File: config.mk
export PLATFORM = sky130hd
export DESIGN_NAME = binary_to_ascii_digits_unit
export DESIGN_NICKNAME = d
export VERILOG_FILES = /design/src/hdl/b2a_pkg.sv /design/src/hdl/b2a_dgroup.sv /design/src/hdl/binary_to_ascii_digits_unit.sv
export SDC_FILE = /design/constraint.sdc
export NUM_CORES = 2
export LEC_CHECK = 0
export BUFFER_PORTS_ARGS = -buffer_cell sky130_fd_sc_hd__clkbuf_2
export CAP_MARGIN = 10
export CORE_AREA = 3 3 434 329
export DETAILED_ROUTE_END_ITERATION = 8
export DIE_AREA = 0 0 437 332
export PLACE_DENSITY = 0.44
export SYNTH_ARGS = -nofsm -noshare
export SYNTH_HDL_FRONTEND = slang
export SYNTH_HIERARCHICAL = 1
export SYNTH_SLANG_ARGS = --single-unit
File: constraint.sdc
create_clock -name clk -period 9.2 [get_ports clk]
set_clock_uncertainty 0.1 [all_clocks]
set_input_delay 0.46 -clock clk [delete_from_list [all_inputs] [get_ports clk]]
set_output_delay 0.46 -clock clk [all_outputs]
set_load 0.005 [all_outputs]
File: src/hdl/b2a_pkg.sv
`default_nettype none

package b2a_pkg;

  typedef logic [3:0] digit_t;
  typedef digit_t [4:0] dgroup_t;

  typedef struct packed {
    digit_t tens;
    digit_t units;
  } pair_t;

  localparam logic [2:0] KIND_DEC8  = 3'd0;
  localparam logic [2:0] KIND_DEC16 = 3'd1;
  localparam logic [2:0] KIND_DEC32 = 3'd2;
  localparam logic [2:0] KIND_HEX8  = 3'd3;
  localparam logic [2:0] KIND_HEX16 = 3'd4;

  localparam logic [3:0] LEN_DEC8  = 4'd3;
  localparam logic [3:0] LEN_DEC16 = 4'd5;
  localparam logic [3:0] LEN_DEC32 = 4'd10;
  localparam logic [3:0] LEN_HEX8  = 4'd2;
  localparam logic [3:0] LEN_HEX16 = 4'd4;

  // value / 100000 == (value * DIV_GROUP_MUL) >> DIV_GROUP_SHIFT for 32-bit value
  localparam logic [32:0] DIV_GROUP_MUL   = 33'd5629499535;
  localparam int          DIV_GROUP_SHIFT = 49;
  localparam logic [16:0] GROUP_SPAN      = 17'd100000;

  // g / 1000 == (g * DIV_THOU_MUL) >> 27 for 17-bit g
  localparam logic [17:0] DIV_THOU_MUL = 18'd134218;
  localparam logic [16:0] THOUSAND     = 17'd1000;

  // b / 100 == (b * 41) >> 12 for b < 1000
  localparam logic [15:0] DIV_HUND_MUL = 16'd41;
  localparam logic [9:0]  HUNDRED      = 10'd100;

  localparam logic [6:0] CHAR_ZERO  = 7'h30;
  localparam logic [5:0] CHAR_ZERO6 = 6'h30;
  localparam logic [6:0] CHAR_HEX_A = 7'h37;

  // two-digit split, small enough to map to a lookup
  function automatic pair_t split_pair(input logic [6:0] x);
    logic [14:0] prod;
    logic [6:0]  rem;
    pair_t       p;
    prod    = 15'(x) * 15'd205;
    p.tens  = prod[14:11];
    rem     = x - 7'(p.tens) * 7'd10;
    p.units = rem[3:0];
    return p;
  endfunction

  function automatic logic [6:0] dec_char7(input digit_t d);
    return CHAR_ZERO + {3'b000, d};
  endfunction

  function automatic logic [5:0] dec_char6(input digit_t d);
    return CHAR_ZERO6 + {2'b00, d};
  endfunction

  function automatic logic [6:0] hex_char(input digit_t d);
    logic [6:0] c;
    if (d > 4'd9) begin
      c = CHAR_HEX_A + {3'b000, d};
    end else begin
      c = CHAR_ZERO + {3'b000, d};
    end
    return c;
  endfunction

endpackage

`default_nettype wire

File: src/hdl/b2a_dgroup.sv
`default_nettype none

module b2a_dgroup import b2a_pkg::*; (
  input  wire logic        clk,
  input  wire logic [16:0] grp,
  output dgroup_t          digits
);

  logic [34:0] thou_prod;
  logic [6:0]  thou3;
  logic [16:0] grp3;

  logic [16:0] rem_wide;
  logic [6:0]  thou4;
  logic [9:0]  low4;

  logic [15:0] hund_prod;
  pair_t       thou_pair5;
  digit_t      hund5;
  logic [9:0]  low5;

  logic [9:0]  rem_low;
  pair_t       thou_pair6;
  digit_t      hund6;
  logic [6:0]  tail6;

  pair_t       tail_pair;

  // stage 3: thousands quotient
  assign thou_prod = 35'(grp) * 35'(DIV_THOU_MUL);

  always_ff @(posedge clk) begin
    thou3 <= thou_prod[33:27];
    grp3  <= grp;
  end

  // stage 4: remainder below one thousand
  assign rem_wide = grp3 - 17'(thou3) * THOUSAND;

  always_ff @(posedge clk) begin
    thou4 <= thou3;
    low4  <= rem_wide[9:0];
  end

  // stage 5: hundreds digit, upper pair split
  assign hund_prod = 16'(low4) * DIV_HUND_MUL;

  always_ff @(posedge clk) begin
    thou_pair5 <= split_pair(thou4);
    hund5      <= hund_prod[15:12];
    low5       <= low4;
  end

  // stage 6: last two digits
  assign rem_low = low5 - 10'(hund5) * HUNDRED;

  always_ff @(posedge clk) begin
    thou_pair6 <= thou_pair5;
    hund6      <= hund5;
    tail6      <= rem_low[6:0];
  end

  assign tail_pair = split_pair(tail6);

  assign digits[4] = thou_pair6.tens;
  assign digits[3] = thou_pair6.units;
  assign digits[2] = hund6;
  assign digits[1] = tail_pair.tens;
  assign digits[0] = tail_pair.units;

endmodule

`default_nettype wire

File: src/hdl/binary_to_ascii_digits_unit.sv
// channel   signals                               handshake
// request   kind, value                           taken when start && !busy
// result    char_0 .. char_9, char_count          strobe high for one cycle
//
// one request per clock, busy is high only while rst is
// fixed pipeline: input register, the numbered stages and the output register;
// the depth is set by the /100000, /1000 and /100 reciprocal multiplies
// rst (synchronous) empties the pipeline, no strobe follows it
// the receiver cannot stall, so nothing ever backs up
`default_nettype none

module binary_to_ascii_digits_unit import b2a_pkg::*; (
  input  wire logic        clk,
  input  wire logic        rst,
  input  wire logic        start,
  output logic             busy,
  input  wire logic [2:0]  kind,
  input  wire logic [31:0] value,
  output logic             strobe,
  output logic [6:0]       char_0,
  output logic [6:0]       char_1,
  output logic [6:0]       char_2,
  output logic [6:0]       char_3,
  output logic [6:0]       char_4,
  output logic [5:0]       char_5,
  output logic [5:0]       char_6,
  output logic [5:0]       char_7,
  output logic [5:0]       char_8,
  output logic [5:0]       char_9,
  output logic [3:0]       char_count
);

  logic [6:0]  vld;

  logic [2:0]  kind0;
  logic [31:0] value0;

  logic [31:0] vmask;
  logic [64:0] grp_prod;
  logic [31:0] val1;
  logic [15:0] quo1;

  logic [31:0] hi_scaled;
  logic [31:0] lo_wide;
  logic [16:0] hi2;
  logic [16:0] lo2;

  logic [2:0]  kind_d [1:6];
  logic [15:0] hex_d [2:6];

  dgroup_t     hi_dig;
  dgroup_t     lo_dig;

  logic [6:0]  c7_next [0:4];
  logic [5:0]  c6_next [5:9];
  logic [3:0]  count_next;

  assign busy = rst;

  always_ff @(posedge clk) begin
    if (rst) begin
      vld    <= '0;
      strobe <= 1'b0;
    end else begin
      vld    <= {vld[5:0], start & ~busy};
      strobe <= vld[6];
    end
  end

  always_ff @(posedge clk) begin
    if (start && !busy) begin
      kind0  <= kind;
      value0 <= value;
    end
  end

  // stage 1: mask to kind width, quotient by 100000
  always_comb begin
    case (kind0)
      KIND_DEC8, KIND_HEX8:   vmask = {24'd0, value0[7:0]};
      KIND_DEC16, KIND_HEX16: vmask = {16'd0, value0[15:0]};
      default:                vmask = value0;
    endcase
  end

  assign grp_prod = 65'(vmask) * 65'(DIV_GROUP_MUL);

  always_ff @(posedge clk) begin
    val1      <= vmask;
    quo1      <= grp_prod[DIV_GROUP_SHIFT +: 16];
    kind_d[1] <= kind0;
  end

  // stage 2: split into two five-digit groups
  assign hi_scaled = 32'(quo1) * 32'(GROUP_SPAN);
  assign lo_wide   = val1 - hi_scaled;

  always_ff @(posedge clk) begin
    hi2       <= 17'(quo1);
    lo2       <= lo_wide[16:0];
    kind_d[2] <= kind_d[1];
    hex_d[2]  <= val1[15:0];
  end

  always_ff @(posedge clk) begin
    for (int i = 3; i <= 6; i++) begin
      kind_d[i] <= kind_d[i-1];
      hex_d[i]  <= hex_d[i-1];
    end
  end

  b2a_dgroup u_hi_group (
    .clk    (clk),
    .grp    (hi2),
    .digits (hi_dig)
  );

  b2a_dgroup u_lo_group (
    .clk    (clk),
    .grp    (lo2),
    .digits (lo_dig)
  );

  // output assembly
  always_comb begin
    for (int i = 0; i <= 4; i++) begin
      c7_next[i] = '0;
    end
    for (int i = 5; i <= 9; i++) begin
      c6_next[i] = '0;
    end
    count_next = '0;
    case (kind_d[6])
      KIND_DEC8: begin
        c7_next[0] = dec_char7(lo_dig[2]);
        c7_next[1] = dec_char7(lo_dig[1]);
        c7_next[2] = dec_char7(lo_dig[0]);
        count_next = LEN_DEC8;
      end
      KIND_DEC16: begin
        for (int i = 0; i <= 4; i++) begin
          c7_next[i] = dec_char7(lo_dig[4-i]);
        end
        count_next = LEN_DEC16;
      end
      KIND_DEC32: begin
        for (int i = 0; i <= 4; i++) begin
          c7_next[i] = dec_char7(hi_dig[4-i]);
        end
        for (int i = 5; i <= 9; i++) begin
          c6_next[i] = dec_char6(lo_dig[9-i]);
        end
        count_next = LEN_DEC32;
      end
      KIND_HEX8: begin
        c7_next[0] = hex_char(hex_d[6][7:4]);
        c7_next[1] = hex_char(hex_d[6][3:0]);
        count_next = LEN_HEX8;
      end
      KIND_HEX16: begin
        c7_next[0] = hex_char(hex_d[6][15:12]);
        c7_next[1] = hex_char(hex_d[6][11:8]);
        c7_next[2] = hex_char(hex_d[6][7:4]);
        c7_next[3] = hex_char(hex_d[6][3:0]);
        count_next = LEN_HEX16;
      end
      default: begin
        count_next = '0;
      end
    endcase
  end

  always_ff @(posedge clk) begin
    char_0     <= c7_next[0];
    char_1     <= c7_next[1];
    char_2     <= c7_next[2];
    char_3     <= c7_next[3];
    char_4     <= c7_next[4];
    char_5     <= c6_next[5];
    char_6     <= c6_next[6];
    char_7     <= c6_next[7];
    char_8     <= c6_next[8];
    char_9     <= c6_next[9];
    char_count <= count_next;
  end

endmodule

`default_nettype wire

# Yosys cells after proc, flatten, opt, wreduce, memory -nomap -nowiden
# Memory sizes are Yosys's and may differ from the RTL's.
# Cells that the tools add are included.
# word_totals
elab_cells,124
out_inout_bits,71
mem_count,2
ram_bits,98
register_bits,322
inputBits,38
# mem_list
memory,words,word_bits,read_ports,rd_clocked_by_memory_dff,wr,line_no,text
hex_d,5,16,5,0,5,binary_to_ascii_digits_unit.sv:49,logic [15:0] hex_d [2:6];
kind_d,6,3,6,0,6,binary_to_ascii_digits_unit.sv:48,logic [2:0] kind_d [1:6];
# op_classes
n_addsub,32
n_lt_le_gt_ge,4
n_mul,18
eq_ne,7
n_reduce_logical,6
muxes,10
bitwise_logic,2
# op_table
operator,n
$add A6 B4 Y7 const A,18
$pmux W14 S5,1
$mul A32 B33 Y65 const B,1
$pmux W32 S2,1
$mul A7 B8 Y15 const B,4
$mul A16 B17 Y33 const B,1
$mul A17 B17 Y33 const B,1
$mul A10 B6 Y16 const B,2
$add A5 B5 Y6 const A,5
$mux W7,4
$pmux W7 S4,1
$pmux W7 S3,1
$pmux W4 S5,1
$sub A10 B10 Y10,2
$sub A17 B17 Y17,1
$gt A4 B4 Y1 const B,4
$mul A16 B12 Y12 const B,1
$mul A4 B3 Y3 const B,4
$sub A4 B4 Y4,4
$mul A7 B3 Y7 const B,2
$pmux W7 S2,1
$sub A7 B7 Y7,2
$mul A4 B5 Y5 const B,2
$eq A3 B2 Y1 const B,3
other kinds (8),12

# Depth between registers and ports, before layout
# depth
ltp_word,5
depth_mapped,32
ltp_nobuf,30

# Cells and area by module
# Netlist, hierarchy kept.
# by_module_without_submodules
mod,area_each_um2,n_inst,cells_each,seq_area_each_um2
binary_to_ascii_digits_unit,25029.0,1,2300,5555.3
b2a_dgroup (u_lo_group),8303.0,1,817,1441.4
b2a_dgroup (u_hi_group),8221.6,1,807,1441.4

# Worst setup path before layout
# OpenSTA, ideal clock, no wires.
# synth_path
path_kind,register to register
start,reg kind0[0]
end,reg quo1[13]
period_less_slack_ns,7.680
setup_ns,0.062
stages_incl_launch_ff,28
required_ns,9.038
path_slack_ns,1.520
n_path_buf,1
t_arrival_ns,7.518
path_cell_list,edfxtp_1 mux2_2 clkbuf_1 nand2_1 ha_1 xnor2_1 inv_1 fa_1 fa_1 inv_1 fa_1 fa_1 fa_1 fa_1 inv_1 fa_1 inv_1 ha_1 and3_1 and4_4 a221oi_1 o221ai_1 a221oi_2 a21oi_2 a21oi_2 o21bai_2 or4_1 nand3_1
# synth_between
elab_chain_cells,4
elab_cells_between_ends,8
classes_between,1 x mul; 3 x eq/ne; 1 x mux; 3 x reduce/logical
# synth_lines
item,line_no,text
start: declaration,binary_to_ascii_digits_unit.sv:35,logic [2:0] kind0;
start signal: assignment,binary_to_ascii_digits_unit.sv:72,kind0 <= kind;
"$eq A3 B1 Y1, or another cell as far along",binary_to_ascii_digits_unit.sv:79,case (kind0)
$reduce_or A2 Y1,binary_to_ascii_digits_unit.sv:79,
$pmux W32 S2 (*),binary_to_ascii_digits_unit.sv:79,
$mul A32 B33 Y65 (*),binary_to_ascii_digits_unit.sv:86,assign grp_prod = 65'(vmask) * 65'(DIV_GROUP_MUL);
via grp_prod[62],binary_to_ascii_digits_unit.sv:39,logic [64:0] grp_prod;
end signal: assignment,binary_to_ascii_digits_unit.sv:90,quo1 <= grp_prod[DIV_GROUP_SHIFT +: 16];
end: declaration,binary_to_ascii_digits_unit.sv:41,logic [15:0] quo1;
# Mark *: on every way through the listed nets, which the timed path passes. The rest lies on a longest branch.
# A chain may end at the register's enable or synchronous reset.

# Worst setup path in the final report
# layout_path
start,reg kind0[1]
end,reg quo1[13]
# layout_between
elab_chain_cells,4
elab_cells_between_ends,8
classes_between,1 x mul; 3 x eq/ne; 1 x mux; 3 x reduce/logical
# layout_lines
item,line_no,text
"$eq A3 B1 Y1, or another cell as far along",binary_to_ascii_digits_unit.sv:79,
$reduce_or A2 Y1,binary_to_ascii_digits_unit.sv:79,
$pmux W32 S2 (*),binary_to_ascii_digits_unit.sv:79,
via vmask[8],binary_to_ascii_digits_unit.sv:38,logic [31:0] vmask;
$mul A32 B33 Y65 (*),binary_to_ascii_digits_unit.sv:86,
via grp_prod[62],binary_to_ascii_digits_unit.sv:39,
# Marked as above.

==> summary.txt <==
Status
  • Result of the run: completed

Layout
  • Final nets: 5684
  • Area growth from synthesis to final layout: 11.9%
  • Fill cell instance count of the final layout: 14300
  • Fraction of final layout cells with drive strength greater than 1: 0.0658
  • Finished layout cell area: 0.0465 mm2

Run
  • Number of maximum-capacitance violations: 0

Yosys
  • Dominant synthesized flop cell: sky130_fd_sc_hd__dfxtp_1
  • Proportion of synthesized chip area in sequential cells: 0.203
  • Number of cells produced by synthesis: just under 4000
  • EDFF count, synth: 35
  • Mapped Area: 0.0416 mm2
  • Share of flip-flops with an asynchronous set or reset after synthesis: 0
  • Biggest area consumer among synthesized cells: sky130_fd_sc_hd__ha_1
  • Top area cells in the synthesized netlist: sky130_fd_sc_hd__ha_1 (29%), sky130_fd_sc_hd__fa_1 (26%), sky130_fd_sc_hd__dfxtp_1 (18%), sky130_fd_sc_hd__inv_1 (9.5%), sky130_fd_sc_hd__edfxtp_1 (2.5%)
  • Mean Syn Cell Area: between 10 and 15 um2
  • Area share of the leading cell type in the synthesized netlist: 0.293
  • Number of different library cells in the post-synthesis netlist: 81
  • Synthesis warning total: 6
  • Post-synthesis register bit count: 404

Timing
  • Minimum period implied by the final worst setup slack: 8.72 ns
  • Maximum operating frequency: 115 MHz
  • Rel. slew slack: 0.296
  • Final worst hold slack: ~0.10 ns
  • Total count of max-transition violations in the final report: 0
  • Number of failing hold endpoints at the final stage: 0
  • Tcrit/Tclk final: 0.947
  • Worst Tran Pin Value: approximately 1.1 ns
  • # setup viols final: 0

Routing
  • Number of DRC violations after detailed-routing iteration 0: 1272
  • Average wire per cell in the routed design: 17.7 um
  • Vias post-DR: 25900
  • 1st-pass router iterations: 6
  • Number of DRC violations after detailed routing: 0
  • Average vias per placed instance: 4.30
  • ANT nets after route: 0
  • Aggregate routed wire length: 107 mm

Floorplan
  • Die ar.: 0.145 mm2
  • Number of rows in the core area: 118
  • Floorplan die width: between 400 and 500 um
  • Placeable core region: between 0.1 and 0.15 mm2
  • Number of top-level design ports: 109
  • Height of the die: 332 um
  • Starting Density: 0.301

Setup path
  • Startpoint type of the worst setup path: flip-flop
  • Crit path required time: 9.62 ns
  • Setup crit start: kind0[1]$_DFFE_PP_
  • CP Class: reg2reg
  • Worst R2R Setup Slack: 0.48 ns
  • Startpoint of the most critical register-to-register path: kind0[1]$_DFFE_PP_
  • Worst Path Arrival: 9.14 ns
  • Setup crit end kind: flip-flop
  • Highest net fanout along the worst path: 10

Global route
  • Vias in the first global route: around 27000
  • Initial antenna violation count: 4
  • Overall routing resource usage: 0.151
  • Wire length of the first global-routing pass: between 150 and 200 mm
  • Largest net degree at the start of global routing: 36
  • GRT Residual Overflow: 0

Clocking
  • Number of levels the H-tree was split into: 2
  • Clock tree sinks: 404
  • Root cell of the clock tree: sky130_fd_sc_hd__clkbuf_16
  • Clock slew at the register clock pins of the worst setup and hold paths: 0.06 ns
  • Num CTS Buffers: 45
  • Clock tree from TritonCTS: done
  • Clock Path Buffers: 3
  • Clock network latency to the later pin of the worst-skew pair: 0.65 ns

Placement
  • Global placement routability congestion: 0.886
  • Post-detailed-placement cell area: roughly 0.045 mm2
  • Final HPWL from detailed placement: 93.7 mm
  • Number of buffer cells added on primary ports: 107

Min path
  • Worst hold path startpoint: rst
  • Type of the worst min-delay path: in2reg
==> layout make-up <==
| type | count | area, um2 | area share |
|---|---|---|---|
| Antenna cell | 1 | 2.50 | 0.0000538 |
| Clock buffer | 54 | 1220 | 0.0262 |
| Clock inverter | 30 | 319 | 0.00686 |
| Inverter | 1059 | 3980 | 0.0855 |
| Multi-Input combinational cell | 2432 | 29000 | 0.623 |
| Sequential cell | 404 | 8440 | 0.181 |
| Tap cell | 1860 | 2330 | 0.0500 |
| Timing Repair Buffer | 187 | 1230 | 0.0264 |
==> layout by cell type, fill, tap and decap left out, types with 7 or more instances in the layout <==
cell / count
sky130_fd_sc_hd__inv_1: 1056
sky130_fd_sc_hd__ha_1: 974
sky130_fd_sc_hd__fa_1: 543
sky130_fd_sc_hd__dfxtp_1: 369
sky130_fd_sc_hd__a21oi_1: 118
sky130_fd_sc_hd__clkbuf_2: 107
sky130_fd_sc_hd__nor2_1: 86
sky130_fd_sc_hd__xnor2_1: 85
sky130_fd_sc_hd__nand2_1: 84
sky130_fd_sc_hd__o21ai_0: 72
sky130_fd_sc_hd__a21o_1: 53
sky130_fd_sc_hd__clkbuf_16: 45
sky130_fd_sc_hd__buf_4: 44
sky130_fd_sc_hd__and2_1: 42
sky130_fd_sc_hd__dlygate4sd3_1: 36
sky130_fd_sc_hd__edfxtp_1: 35
sky130_fd_sc_hd__xor2_1: 33
sky130_fd_sc_hd__nand3_1: 24
sky130_fd_sc_hd__nor2b_1: 24
sky130_fd_sc_hd__nand4_1: 21
sky130_fd_sc_hd__nor3_1: 18
sky130_fd_sc_hd__o21a_1: 14
sky130_fd_sc_hd__or2_2: 13
sky130_fd_sc_hd__nand2b_1: 13
sky130_fd_sc_hd__mux2i_1: 13
sky130_fd_sc_hd__and3_1: 13
sky130_fd_sc_hd__o22ai_1: 13
sky130_fd_sc_hd__a211oi_1: 11
sky130_fd_sc_hd__a21boi_0: 10
sky130_fd_sc_hd__a22oi_1: 9
sky130_fd_sc_hd__clkinv_2: 9
sky130_fd_sc_hd__a2111oi_0: 8
sky130_fd_sc_hd__a211o_1: 8
sky130_fd_sc_hd__o31ai_1: 7
sky130_fd_sc_hd__conb_1: 7
sky130_fd_sc_hd__o211ai_1: 7
==> Yosys cell counts, types with 4 or more instances <==
cell type,number
sky130_fd_sc_hd__inv_1,1057
sky130_fd_sc_hd__ha_1,974
sky130_fd_sc_hd__fa_1,543
sky130_fd_sc_hd__dfxtp_1,369
sky130_fd_sc_hd__a21oi_1,118
sky130_fd_sc_hd__nor2_1,86
sky130_fd_sc_hd__xnor2_1,85
sky130_fd_sc_hd__nand2_1,84
sky130_fd_sc_hd__o21ai_0,72
sky130_fd_sc_hd__a21o_1,53
sky130_fd_sc_hd__and2_1,43
sky130_fd_sc_hd__edfxtp_1,35
sky130_fd_sc_hd__xor2_1,33
sky130_fd_sc_hd__nor2b_1,25
sky130_fd_sc_hd__nand3_1,24
sky130_fd_sc_hd__nand4_1,21
sky130_fd_sc_hd__clkbuf_1,20
sky130_fd_sc_hd__nor3_1,18
sky130_fd_sc_hd__buf_4,14
sky130_fd_sc_hd__o21a_1,14
sky130_fd_sc_hd__and3_1,13
sky130_fd_sc_hd__mux2i_1,13
sky130_fd_sc_hd__nand2b_1,13
sky130_fd_sc_hd__o22ai_1,13
sky130_fd_sc_hd__or2_2,13
sky130_fd_sc_hd__a211oi_1,11
sky130_fd_sc_hd__a21boi_0,10
sky130_fd_sc_hd__a22oi_1,9
sky130_fd_sc_hd__a2111oi_0,8
sky130_fd_sc_hd__a211o_1,8
sky130_fd_sc_hd__o211ai_1,7
sky130_fd_sc_hd__o31ai_1,7
sky130_fd_sc_hd__a31oi_1,6
sky130_fd_sc_hd__nand3b_1,6
sky130_fd_sc_hd__o2111ai_1,6
sky130_fd_sc_hd__a311o_1,5
sky130_fd_sc_hd__a41o_1,5
sky130_fd_sc_hd__and4_1,5
sky130_fd_sc_hd__nor4_1,5
sky130_fd_sc_hd__nor3b_1,4
sky130_fd_sc_hd__o21ai_1,4
sky130_fd_sc_hd__o221ai_1,4
sky130_fd_sc_hd__xnor3_1,4
==> repair_timing <==
action | CTS | global route
setup buffers | 0 | 3
gates resized for setup | 0 | 4
hold buffers | 36 | 0
endpoints found under the setup margin | 0 | 6
hold endpoints to repair | 36 | 0
==> flip-flops by register name (all words and copies together), names as in the netlist, 10 cells and up <==
signal           count
hex_d               75
hi2                 16
kind_d              18
lo2                 17
quo1                16
u_hi_group/grp3     10
u_hi_group/low4     10
u_lo_group/grp3     10
u_lo_group/low4     10
val1                17
value0              32
==> worst paths after layout <==
check / cells after the start / endpoint
setup reg to reg: 27 / quo1[13]$_DFF_P_
hold / removal: 2 / vld[5]$_SDFF_PP0_
hold reg to reg: 0 / u_hi_group/thou4[5]$_DFF_P_
setup / recovery: 27 / quo1[13]$_DFF_P_
==> metal layers <==
layer | global-route usage | share of wire | vias up
met4 | 0.0220 | 0.012 | 0
met3 | 0.0333 | 0.060 | 72
met1 | 0.235 | 0.53 | 12400
met5 | 0 | 0 | -
met2 | 0.213 | 0.39 | 482
li1 | - | - | 12900
==> critical path, cell delays in order (launching register included) <==
cell and delay, ns:
sky130_fd_sc_hd__edfxtp_1 0.42, sky130_fd_sc_hd__xnor2_1 0.18, sky130_fd_sc_hd__nand2b_1 0.26, sky130_fd_sc_hd__nand2_1 0.27, sky130_fd_sc_hd__clkinvlp_4 0.26, sky130_fd_sc_hd__fa_1 0.66, sky130_fd_sc_hd__ha_1 0.43, sky130_fd_sc_hd__inv_1 0.09
sky130_fd_sc_hd__fa_1 0.55, sky130_fd_sc_hd__inv_1 0.06, sky130_fd_sc_hd__fa_1 0.49, sky130_fd_sc_hd__fa_1 0.52, sky130_fd_sc_hd__fa_1 0.51, sky130_fd_sc_hd__inv_1 0.05, sky130_fd_sc_hd__fa_1 0.49, sky130_fd_sc_hd__inv_1 0.05
sky130_fd_sc_hd__ha_1 0.28, sky130_fd_sc_hd__ha_1 0.30, sky130_fd_sc_hd__and3_1 0.21, sky130_fd_sc_hd__and4_4 0.20, sky130_fd_sc_hd__a221oi_1 0.35, sky130_fd_sc_hd__o221ai_2 0.29, sky130_fd_sc_hd__a221oi_2 0.49, sky130_fd_sc_hd__a21oi_2 0.16
sky130_fd_sc_hd__a21oi_2 0.24, sky130_fd_sc_hd__o21bai_2 0.12, sky130_fd_sc_hd__or4_1 0.41, sky130_fd_sc_hd__nand3_1 0.10
==> through the flow <==
step | std cells | worst slack, ns | util | TNS, ns
floorplan | 3930 | 1.52 | - | 0
global placement | 5903 | 0.440 | 0.323 | 0
detailed placement | 5903 | 0.358 | 0.323 | 0
CTS | 6023 | 0.193 | 0.336 | 0
global route | 6026 | -0.0185 | 0.337 | -0.0185
finish | 6027 | 0.484 | 0.337 | 0
==> cells by family after synthesis <==
| kind of cell | synth area share |
|---|---|
| compound gates | 0.0637 |
| xor+xnor | 0.0270 |
| fa+ha+maj | 0.555 |
| buf+inv | 0.100 |
| flops | 0.203 |
| mux | 0.00530 |
| other cells | 0.0000902 |
| simple gates | 0.0459 |
Power is not shown: default switching activity piles up to over one toggle a cycle in this logic, so the estimate is an artifact.
